$ cat config.mk
export PLATFORM = sky130hd
export DESIGN_NAME = anc_payload_depacketizer_core
export DESIGN_NICKNAME = d
export VERILOG_FILES = /design/src/anc_pd_pkg.sv /design/src/anc_pd_parser.sv /design/src/anc_payload_depacketizer_core.sv
export SDC_FILE = /design/constraint.sdc
export NUM_CORES = 1
export LEC_CHECK = 0
export BUFFER_PORTS_ARGS = -buffer_cell sky130_fd_sc_hd__buf_2
export CORE_ASPECT_RATIO = 1.4
export CORE_MARGIN = 2
export CORE_UTILIZATION = 35
export CTS_BUF_LIST = sky130_fd_sc_hd__clkbuf_8
export CTS_CLUSTER_DIAMETER = 60
export DETAILED_ROUTE_END_ITERATION = 8
export PLACE_DENSITY = 0.56
export SLEW_MARGIN = 20
export SYNTH_ARGS = -nofsm -noshare
export SYNTH_HDL_FRONTEND = slang
export SYNTH_SLANG_ARGS = --single-unit
$ cat constraint.sdc
create_clock -name clk -period 8.9 [get_ports clk]
set_input_delay 0.89 -clock clk [delete_from_list [all_inputs] [get_ports clk]]
set_output_delay 0.89 -clock clk [all_outputs]
set_load 0.1 [all_outputs]
$ cat src/anc_pd_pkg.sv
`default_nettype none

package anc_pd_pkg;

  localparam int unsigned PAYLOAD_SIZE_BITS_DEF = 20;
  localparam int unsigned PB_W                  = 20;
  localparam int unsigned HDR_BYTES             = 6;
  localparam int unsigned MAX_RES               = 4;
  localparam int unsigned UDW_BITS              = 10;
  localparam int unsigned ACC_W                 = 25;

  typedef enum logic [2:0] {
    KIND_FRAME = 3'd0,
    KIND_ELEM  = 3'd1,
    KIND_BYTE  = 3'd2,
    KIND_END   = 3'd3,
    KIND_ERROR = 3'd4
  } kind_t;

  typedef enum logic [1:0] {
    ERR_TOO_SMALL = 2'd0,
    ERR_LENGTH    = 2'd1,
    ERR_SHORT     = 2'd2
  } err_t;

  typedef enum logic [2:0] {
    PH_IDLE  = 3'd0,
    PH_FRAME = 3'd1,
    PH_SKIP  = 3'd2,
    PH_ELEM  = 3'd3,
    PH_UDW   = 3'd4,
    PH_CSUM  = 3'd5,
    PH_DONE  = 3'd6,
    PH_ERR   = 3'd7
  } phase_t;

  typedef struct packed {
    logic [15:0]     data_word;
    logic            first_word;
    logic            last_word;
    logic [PB_W-1:0] payload_bytes;
  } in_item_t;

  typedef struct packed {
    kind_t       kind;
    logic [15:0] packet_length;
    logic [7:0]  element_count;
    logic [10:0] line_number;
    logic [7:0]  data_id;
    logic [7:0]  secondary_id;
    logic [7:0]  data_count;
    logic [7:0]  user_byte;
    logic        frame_complete;
    err_t        error_code;
    logic        last_result;
  } out_item_t;

  // results caused by one input word
  typedef struct packed {
    out_item_t [MAX_RES-1:0] item;
    logic [2:0]              count;
  } res_set_t;

endpackage

`default_nettype wire

$ cat src/anc_pd_parser.sv
`default_nettype none

module anc_pd_parser #(
  parameter int unsigned PAYLOAD_SIZE_BITS = anc_pd_pkg::PAYLOAD_SIZE_BITS_DEF
) (
  input  wire logic                 clk,
  input  wire logic                 rst,
  input  wire logic                 accept,
  input  wire anc_pd_pkg::in_item_t word,
  output anc_pd_pkg::res_set_t      results
);
  import anc_pd_pkg::*;

  localparam int unsigned SIZE_W = (PAYLOAD_SIZE_BITS < PB_W) ? PAYLOAD_SIZE_BITS : PB_W;

  phase_t            phase, phase_next;
  logic              wc, wc_next;
  logic [1:0]        hidx, hidx_next;
  logic [8:0]        acc, acc_next;
  logic [3:0]        bcnt, bcnt_next;
  logic [7:0]        elem_left, elem_left_next;
  logic [7:0]        data_left, data_left_next;
  logic [15:0]       len, len_next;
  logic [SIZE_W-1:0] psize, psize_next;
  logic [15:0]       hw0, hw0_next;
  logic [15:0]       hw1, hw1_next;

  always_ff @(posedge clk) begin
    if (rst) begin
      phase     <= PH_IDLE;
      wc        <= 1'b0;
      hidx      <= '0;
      acc       <= '0;
      bcnt      <= '0;
      elem_left <= '0;
      data_left <= '0;
      len       <= '0;
      psize     <= '0;
      hw0       <= '0;
      hw1       <= '0;
    end else if (accept) begin
      phase     <= phase_next;
      wc        <= wc_next;
      hidx      <= hidx_next;
      acc       <= acc_next;
      bcnt      <= bcnt_next;
      elem_left <= elem_left_next;
      data_left <= data_left_next;
      len       <= len_next;
      psize     <= psize_next;
      hw0       <= hw0_next;
      hw1       <= hw1_next;
    end
  end

  always_comb begin
    out_item_t          r;
    logic [2:0]         n;
    logic               go;
    logic [ACC_W-1:0]   wacc;
    logic [4:0]         wbc;
    logic [UDW_BITS-1:0] v;
    logic [7:0]         cnt;

    phase_next     = phase;
    wc_next        = wc;
    hidx_next      = hidx;
    acc_next       = acc;
    bcnt_next      = bcnt;
    elem_left_next = elem_left;
    data_left_next = data_left;
    len_next       = len;
    psize_next     = psize;
    hw0_next       = hw0;
    hw1_next       = hw1;
    results        = '0;
    n              = '0;
    go             = 1'b1;
    r              = '0;
    wacc           = '0;
    wbc            = '0;
    v              = '0;
    cnt            = '0;

    if (word.first_word) begin
      wc_next        = 1'b0;
      hidx_next      = '0;
      acc_next       = '0;
      bcnt_next      = '0;
      elem_left_next = '0;
      data_left_next = '0;
      len_next       = '0;
      hw0_next       = '0;
      hw1_next       = '0;
      psize_next     = word.payload_bytes[SIZE_W-1:0];
      if (21'(psize_next) < 21'(HDR_BYTES)) begin
        r = '0;
        r.kind = KIND_ERROR;
        r.error_code = ERR_TOO_SMALL;
        results.item[n[1:0]] = r;
        n = n + 3'd1;
        phase_next = PH_ERR;
        go = 1'b0;
      end else begin
        phase_next = PH_FRAME;
      end
    end

    if (go && phase_next != PH_IDLE && phase_next != PH_DONE && phase_next != PH_ERR) begin
      wc_next = ~wc_next;
      case (phase_next)
        PH_FRAME: begin
          if (hidx_next == 2'd0) begin
            len_next  = word.data_word;
            hidx_next = 2'd1;
          end else if (hidx_next == 2'd1) begin
            hw0_next  = word.data_word;
            hidx_next = 2'd2;
          end else if ((21'(len_next) + 21'(HDR_BYTES)) > 21'(psize_next)) begin
            r = '0;
            r.kind = KIND_ERROR;
            r.error_code = ERR_LENGTH;
            results.item[n[1:0]] = r;
            n = n + 3'd1;
            phase_next = PH_ERR;
          end else begin
            cnt = hw0_next[15:8];
            r = '0;
            r.kind = KIND_FRAME;
            r.packet_length = len_next;
            r.element_count = cnt;
            if (cnt == 8'd0) begin
              r.frame_complete = 1'b1;
              phase_next = PH_DONE;
            end else begin
              elem_left_next = cnt;
              hidx_next      = '0;
              phase_next     = wc_next ? PH_ELEM : PH_SKIP;
            end
            results.item[n[1:0]] = r;
            n = n + 3'd1;
          end
        end
        PH_SKIP: phase_next = PH_ELEM;
        PH_ELEM: begin
          if (hidx_next == 2'd0) begin
            hw0_next  = word.data_word;
            hidx_next = 2'd1;
          end else if (hidx_next == 2'd1) begin
            hidx_next = 2'd2;
          end else if (hidx_next == 2'd2) begin
            hw1_next  = word.data_word;
            hidx_next = 2'd3;
          end else begin
            r = '0;
            r.kind         = KIND_ELEM;
            r.line_number  = hw0_next[14:4];
            r.data_id      = hw1_next[13:6];
            r.secondary_id = {hw1_next[3:0], word.data_word[15:12]};
            r.data_count   = word.data_word[9:2];
            results.item[n[1:0]] = r;
            n = n + 3'd1;
            data_left_next = word.data_word[9:2];
            acc_next       = {7'd0, word.data_word[1:0]};
            bcnt_next      = 4'd2;
            hidx_next      = '0;
            phase_next     = (data_left_next != 8'd0) ? PH_UDW : PH_CSUM;
          end
        end
        PH_UDW, PH_CSUM: begin
          // at most two 10-bit words fit in the carry plus one new word
          wacc = {acc_next, word.data_word};
          wbc  = 5'(bcnt_next) + 5'd16;
          for (int i = 0; i < 2; i++) begin
            if (wbc >= 5'(UDW_BITS) && (phase_next == PH_UDW || phase_next == PH_CSUM)) begin
              v    = UDW_BITS'(wacc >> (wbc - 5'(UDW_BITS)));
              wbc  = wbc - 5'(UDW_BITS);
              wacc = wacc & ~({ACC_W{1'b1}} << wbc);
              r = '0;
              if (phase_next == PH_UDW) begin
                r.kind      = KIND_BYTE;
                r.user_byte = v[7:0];
                data_left_next = data_left_next - 8'd1;
                if (data_left_next == 8'd0) phase_next = PH_CSUM;
              end else begin
                // checksum word: element done, leftover bits dropped
                r.kind = KIND_END;
                wacc = '0;
                wbc  = '0;
                elem_left_next = elem_left_next - 8'd1;
                if (elem_left_next == 8'd0) begin
                  r.frame_complete = 1'b1;
                  phase_next = PH_DONE;
                end else begin
                  hidx_next  = '0;
                  phase_next = wc_next ? PH_ELEM : PH_SKIP;
                end
              end
              results.item[n[1:0]] = r;
              n = n + 3'd1;
            end
          end
          acc_next  = wacc[8:0];
          bcnt_next = wbc[3:0];
        end
        default: ;
      endcase

      if (word.last_word && phase_next != PH_DONE && phase_next != PH_ERR) begin
        r = '0;
        r.kind = KIND_ERROR;
        r.error_code = ERR_SHORT;
        results.item[n[1:0]] = r;
        n = n + 3'd1;
        phase_next = PH_ERR;
      end
    end

    if (n != 3'd0) results.item[2'(n - 3'd1)].last_result = 1'b1;
    results.count = n;
  end

endmodule

`default_nettype wire

$ cat src/anc_payload_depacketizer_core.sv
// Ancillary-data payload depacketizer.
// Input channel (word_valid/word_ready/word): one big-endian 16-bit payload word per
// transaction, first_word marks word 0 and carries the payload size, last_word marks
// the last readable word. Output channel (result_valid/result_ready/result): frame
// headers, element headers, user bytes, element ends and errors, one per transaction;
// last_result flags the final result caused by a word.
// Results of a word are registered and appear the cycle after it is accepted.
// Throughput: a word causing zero or one result is taken every cycle while the receiver
// takes results; a word causing k results (at most 3) holds off the next word until the
// single result port has drained the per-word result buffer. The next word is accepted
// in the same cycle the last buffered result is taken.
// Reset: parser goes idle and waits for a word with first_word; buffered results are
// dropped. When the receiver stalls, the buffer holds and word_ready stays low
// until its last result is taken.
`default_nettype none

module anc_payload_depacketizer_core #(
  parameter int unsigned PAYLOAD_SIZE_BITS = anc_pd_pkg::PAYLOAD_SIZE_BITS_DEF
) (
  input  wire logic                  clk,
  input  wire logic                  rst,
  input  wire logic                  word_valid,
  output logic                       word_ready,
  input  wire anc_pd_pkg::in_item_t  word,
  output logic                       result_valid,
  input  wire logic                  result_ready,
  output anc_pd_pkg::out_item_t      result
);
  import anc_pd_pkg::*;

  logic                    accept;
  res_set_t                res_set;
  out_item_t [MAX_RES-1:0] buf_item;
  logic [2:0]              buf_cnt;
  logic [1:0]              rd_idx;
  logic                    rd_last;

  anc_pd_parser #(
    .PAYLOAD_SIZE_BITS(PAYLOAD_SIZE_BITS)
  ) u_parser (
    .clk     (clk),
    .rst     (rst),
    .accept  (accept),
    .word    (word),
    .results (res_set)
  );

  assign result_valid = (buf_cnt != 3'd0);
  assign rd_last      = (rd_idx == 2'(buf_cnt - 3'd1));
  assign word_ready   = !result_valid || (result_ready && rd_last);
  assign accept       = word_valid && word_ready;
  assign result       = buf_item[rd_idx];

  always_ff @(posedge clk) begin
    if (rst) begin
      buf_cnt <= '0;
      rd_idx  <= '0;
    end else if (accept) begin
      buf_cnt <= res_set.count;
      rd_idx  <= '0;
    end else if (result_valid && result_ready) begin
      if (rd_last) begin
        buf_cnt <= '0;
        rd_idx  <= '0;
      end else begin
        rd_idx <= rd_idx + 2'd1;
      end
    end
  end

  always_ff @(posedge clk) begin
    if (accept) buf_item <= res_set.item;
  end

  a_ready_when_empty: assert property (@(posedge clk) disable iff (rst)
    !result_valid |-> word_ready)
    else $error("word_ready low with empty result buffer");

  a_hold_mid_word: assert property (@(posedge clk) disable iff (rst)
    (result_valid && !result.last_result) |-> !word_ready)
    else $error("new word accepted while results of previous word pending");

  a_more_follow: assert property (@(posedge clk) disable iff (rst)
    (result_valid && result_ready && !result.last_result) |=> result_valid)
    else $error("result sequence ended without last_result");

  a_complete_kind: assert property (@(posedge clk) disable iff (rst)
    (result_valid && result.frame_complete) |->
      (result.kind == KIND_FRAME || result.kind == KIND_END))
    else $error("frame_complete on wrong result kind");

endmodule

`default_nettype wire

==> reports/metrics.cfg <==
[outcome]
status=finished, final reports clean

[clock_tree]
clockRootBuffer=clkbuf_8
cts-hold-fix-buffers=0
clk_latency_ps=620
cts_made_buffers=45
clk_pin_slew_worst_paths_ps=60
cts_htree_levels=2
cts.path.max_buffers=3
clkSinkCount=274
cts-resized-gates=0
cts_tree=done
postCtsSetupBuffers=0

[layout]
final_nets=2056
fillers=4924
syn_to_final_growth_pct=12.14
final_util_pct=39.89
drive_gt1_share_pct=14.77

[timing]
period_minus_slack_ps=5703
maxSlewHeadroom_pct=18.86
skew_ps=34.35
worstMarginPinSlew_ps=1208
hold_violations=0
rsz0062_at_grt=false
drv_slew=0
layout_setup_ws_ps=3197
setup_viol=0
fmax_mhz=175.4
tns_ps=0
period_share_pct=64.08

[synth]
synth_ff_type=edfxtp_1
synth-edff-count=174
yosys.area.top_type=edfxtp_1
synth_area_mm2=0.01748
synth_compound_area_share_pct=18.18
synth.area.mux_share_pct=10.38
synth_cell_types=102
synth_fa_ha_area_share_pct=3.293
syn-instance-count=1861
post_synth_and_or_nand_nor_area_fraction_pct=19.88
async_reset_ff_share_pct=0
synthXorXnorAreaFrac_pct=2.398
synth_seq_cells=274
yosysTopAreaCellShare_pct=29.90
yosysSeqAreaShare_pct=41.35
synth_top_family_by_area=simple AND/OR/NAND/NOR gates
yosys_warnings=0
ys_top_cells_by_area=edfxtp_1 (30%), dfxtp_1 (11%), mux2i_1 (6.3%)
synth_area_per_cell_um2=9.391

[floorplan]
die_area_mm2=0.05176
rows=96
core_mm2=0.04913
die_x_um=192.9
num_io_pins=118
initial_core_util_pct=35.57
fp.dieH_um=268.4

[drt]
via_count=15190
wl_per_cell_um=22.18
drt-initial-drc-count=1256
drt_pass1_iterations=6
wirelength_um=58610
viasPerCell=5.749
drtAntennaViolNets=0
remaining_drc_errors=0

[placed_design]
dpl.hpwl_um=42120
place_congestion=0.9383
place_ws_ps=2643
io_buffers=117

[critical_path]
critPathCaptureType=flop
cp_top_family=simple AND/OR/NAND/NOR gates
timing.rr.start=u_parser.phase[2]$_SDFFE_PP0P_
worstSetupEndpoint=buf_item[20]$_SDFFCE_PN0P_
worstPathMaxFanout=34
cp.arrival_ps=6040
start_kind=primary input
crit_buf_inv=2
crit_type=primary input to flop
max_stage_delay_ps=610
r2r_cells=13
r2r_slack_ps=3230
crit_start=word[21]
path_cells=buf_4 -> inv_2 -> nand2_1 -> ha_1 -> nor4b_2 -> nand3_1 -> or3_1 -> a21oi_1 -> ha_1 -> nand4_1 -> or3_1 -> o32ai_1 -> a211o_1 -> a22oi_1 -> nor3_1 -> o21ai_1 -> o21ai_2 -> a21oi_2 -> and2_1
worstPathRequired_ps=9240
r2r-end=buf_item[11]$_SDFFCE_PN0P_
path_depth=19
slowest_stage=o32ai_1

[grt]
grt_use_total_pct=22.52
grt_pass1_wl_um=88660
met3_usage_pct=2.573
antenna_found_initial=2
grt_max_degree=94
grt-ovfl-total=0
grtUsageMet1_pct=26.91
top_usage_layer=met2
grt_use_met2_pct=38.63
grt_pass1_vias=14770

[flow_run]
drv_cap=0

[pwr]
power_density_mw_per_mm2=186.0
p_leak_nw=7.267
ir_drop_uv=107.8

[min_path]
worstHoldPathType=flop to flop

## placed cells by master, fill, tap and decap left out, types with 12 or more instances in the layout
cell type / n
a211oi_1: 41
a21o_1: 16
a21oi_1: 103
a221oi_1: 17
a22oi_1: 55
a31oi_1: 20
and2_1: 55
and3_1: 13
buf_2: 115
buf_4: 29
clkbuf_8: 49
conb_1: 60
dfxtp_1: 98
edfxtp_1: 174
ha_1: 46
inv_1: 47
mux2i_1: 110
mux4_2: 29
nand2_1: 130
nand2b_1: 13
nand3_1: 45
nor2_1: 272
nor2b_1: 23
nor3_1: 57
nor4_1: 12
o21ai_0: 67
o22ai_1: 19
or3_1: 17
xnor2_1: 23
xor2_1: 23
## stage by stage
step	area, um^2	power, mW	instances	hold WS [ps]
after global placement	18680	2.530	2558	444.6
final	19600	3.645	2642	462.6
after floorplan	17700	2.310	1920	433.8
after CTS	19590	3.674	2641	464.6
after global routing	19600	3.794	2642	496.6
after detailed placement	18680	2.541	2558	448.1
## kinds of logic (layout without fill, tap and decap cells)
logic type      after synthesis  after routing
simple gates                707            707
flops                       274            274
other cells                   1             61
compound gates              457            457
xor+xnor                     47             47
mux                         144            144
fa+ha+maj                    46             46
buf+inv                     185            269
## Yosys cell counts, drive strengths merged, types with 6 or more instances
| cell | count |
|---|---|
| a31oi | 20 |
| and2 | 57 |
| inv | 40 |
| buf | 51 |
| clkbuf | 93 |
| o21ai | 75 |
| nor2b | 24 |
| or3 | 18 |
| nand4 | 10 |
| and3 | 13 |
| ha | 46 |
| or2 | 8 |
| xnor2 | 23 |
| xor2 | 24 |
| a2111oi | 6 |
| nor4b | 6 |
| nand2 | 134 |
| nand3 | 45 |
| a211oi | 43 |
| a221oi | 17 |
| o31ai | 6 |
| a22oi | 55 |
| mux2i | 110 |
| a22o | 6 |
| nand2b | 13 |
| o22ai | 19 |
| dfxtp | 100 |
| edfxtp | 174 |
| o211ai | 9 |
| nor3b | 12 |
| a211o | 7 |
| a21o | 16 |
| a21oi | 107 |
| o21a | 9 |
| nor2 | 274 |
| mux4 | 29 |
| nor4 | 14 |
| nor3 | 63 |
## metal layers
metal | share of wire (%) | vias up | wire length (um)
li1 | - | 7083 | -
met1 | 40 | 7367 | 23210
met2 | 49 | 561 | 28850
met3 | 4.9 | 176 | 2850
met4 | 6.3 | 2 | 3691
met5 | 0.019 | - | 11
## worst reg2reg max path, stage by stage (launching register included)
cell       delay (ps)
dfxtp_1           780
nor2b_4           480
mux2i_1           460
or2_1             910
ha_1              430
inv_1              90
nand2_1           100
a2bb2oi_2         640
nor2_1            180
a221oi_1          360
a21oi_1           100
a32o_1            220
a31oi_1           490
a2111oi_2         150
## registers in the layout (all words and copies together) (netlist names), 8 cells and up
register and count:
u_parser.len 16, buf_item 174, u_parser.hw1 12, u_parser.elem_left 8
u_parser.acc 9, u_parser.psize 20, u_parser.data_left 8, u_parser.hw0 12
## cell type report
cell class              instances  area [um^2]  area share [%]
well taps                     637        797.0           4.067
flip-flops and latches        274         7232           36.90
diodes                          1        2.502         0.01277
clock buffers                  49        674.4           3.441
inverters                      41        161.4          0.8235
repair buffers                145        804.5           4.105
clock inverters                34        227.7           1.162
multi-input cells            1461         9699           49.49
## worst min path at each step
stage	start	end	slack, ps	cells past startpoint
floorplan	u_parser.psize[0]$_SDFFE_PP0P_	u_parser.psize[0]$_SDFFE_PP0P_	430	2
global placement	u_parser.psize[0]$_SDFFE_PP0P_	u_parser.psize[0]$_SDFFE_PP0P_	440	2
detailed placement	u_parser.psize[0]$_SDFFE_PP0P_	u_parser.psize[0]$_SDFFE_PP0P_	450	2
CTS	u_parser.psize[0]$_SDFFE_PP0P_	u_parser.psize[0]$_SDFFE_PP0P_	460	2
global route	u_parser.psize[0]$_SDFFE_PP0P_	u_parser.psize[0]$_SDFFE_PP0P_	500	2
finish	u_parser.psize[0]$_SDFFE_PP0P_	u_parser.psize[0]$_SDFFE_PP0P_	460	2
## power by group
part | switching [mW] | total, mW | internal, mW
Combinational | 0.761 | 0.999 | 0.238
Sequential | 0.0564 | 1.52 | 1.47
Clock | 0.548 | 1.12 | 0.576
Total | 1.36 | 3.64 | 2.28
(Power assumes the default switching activity.)
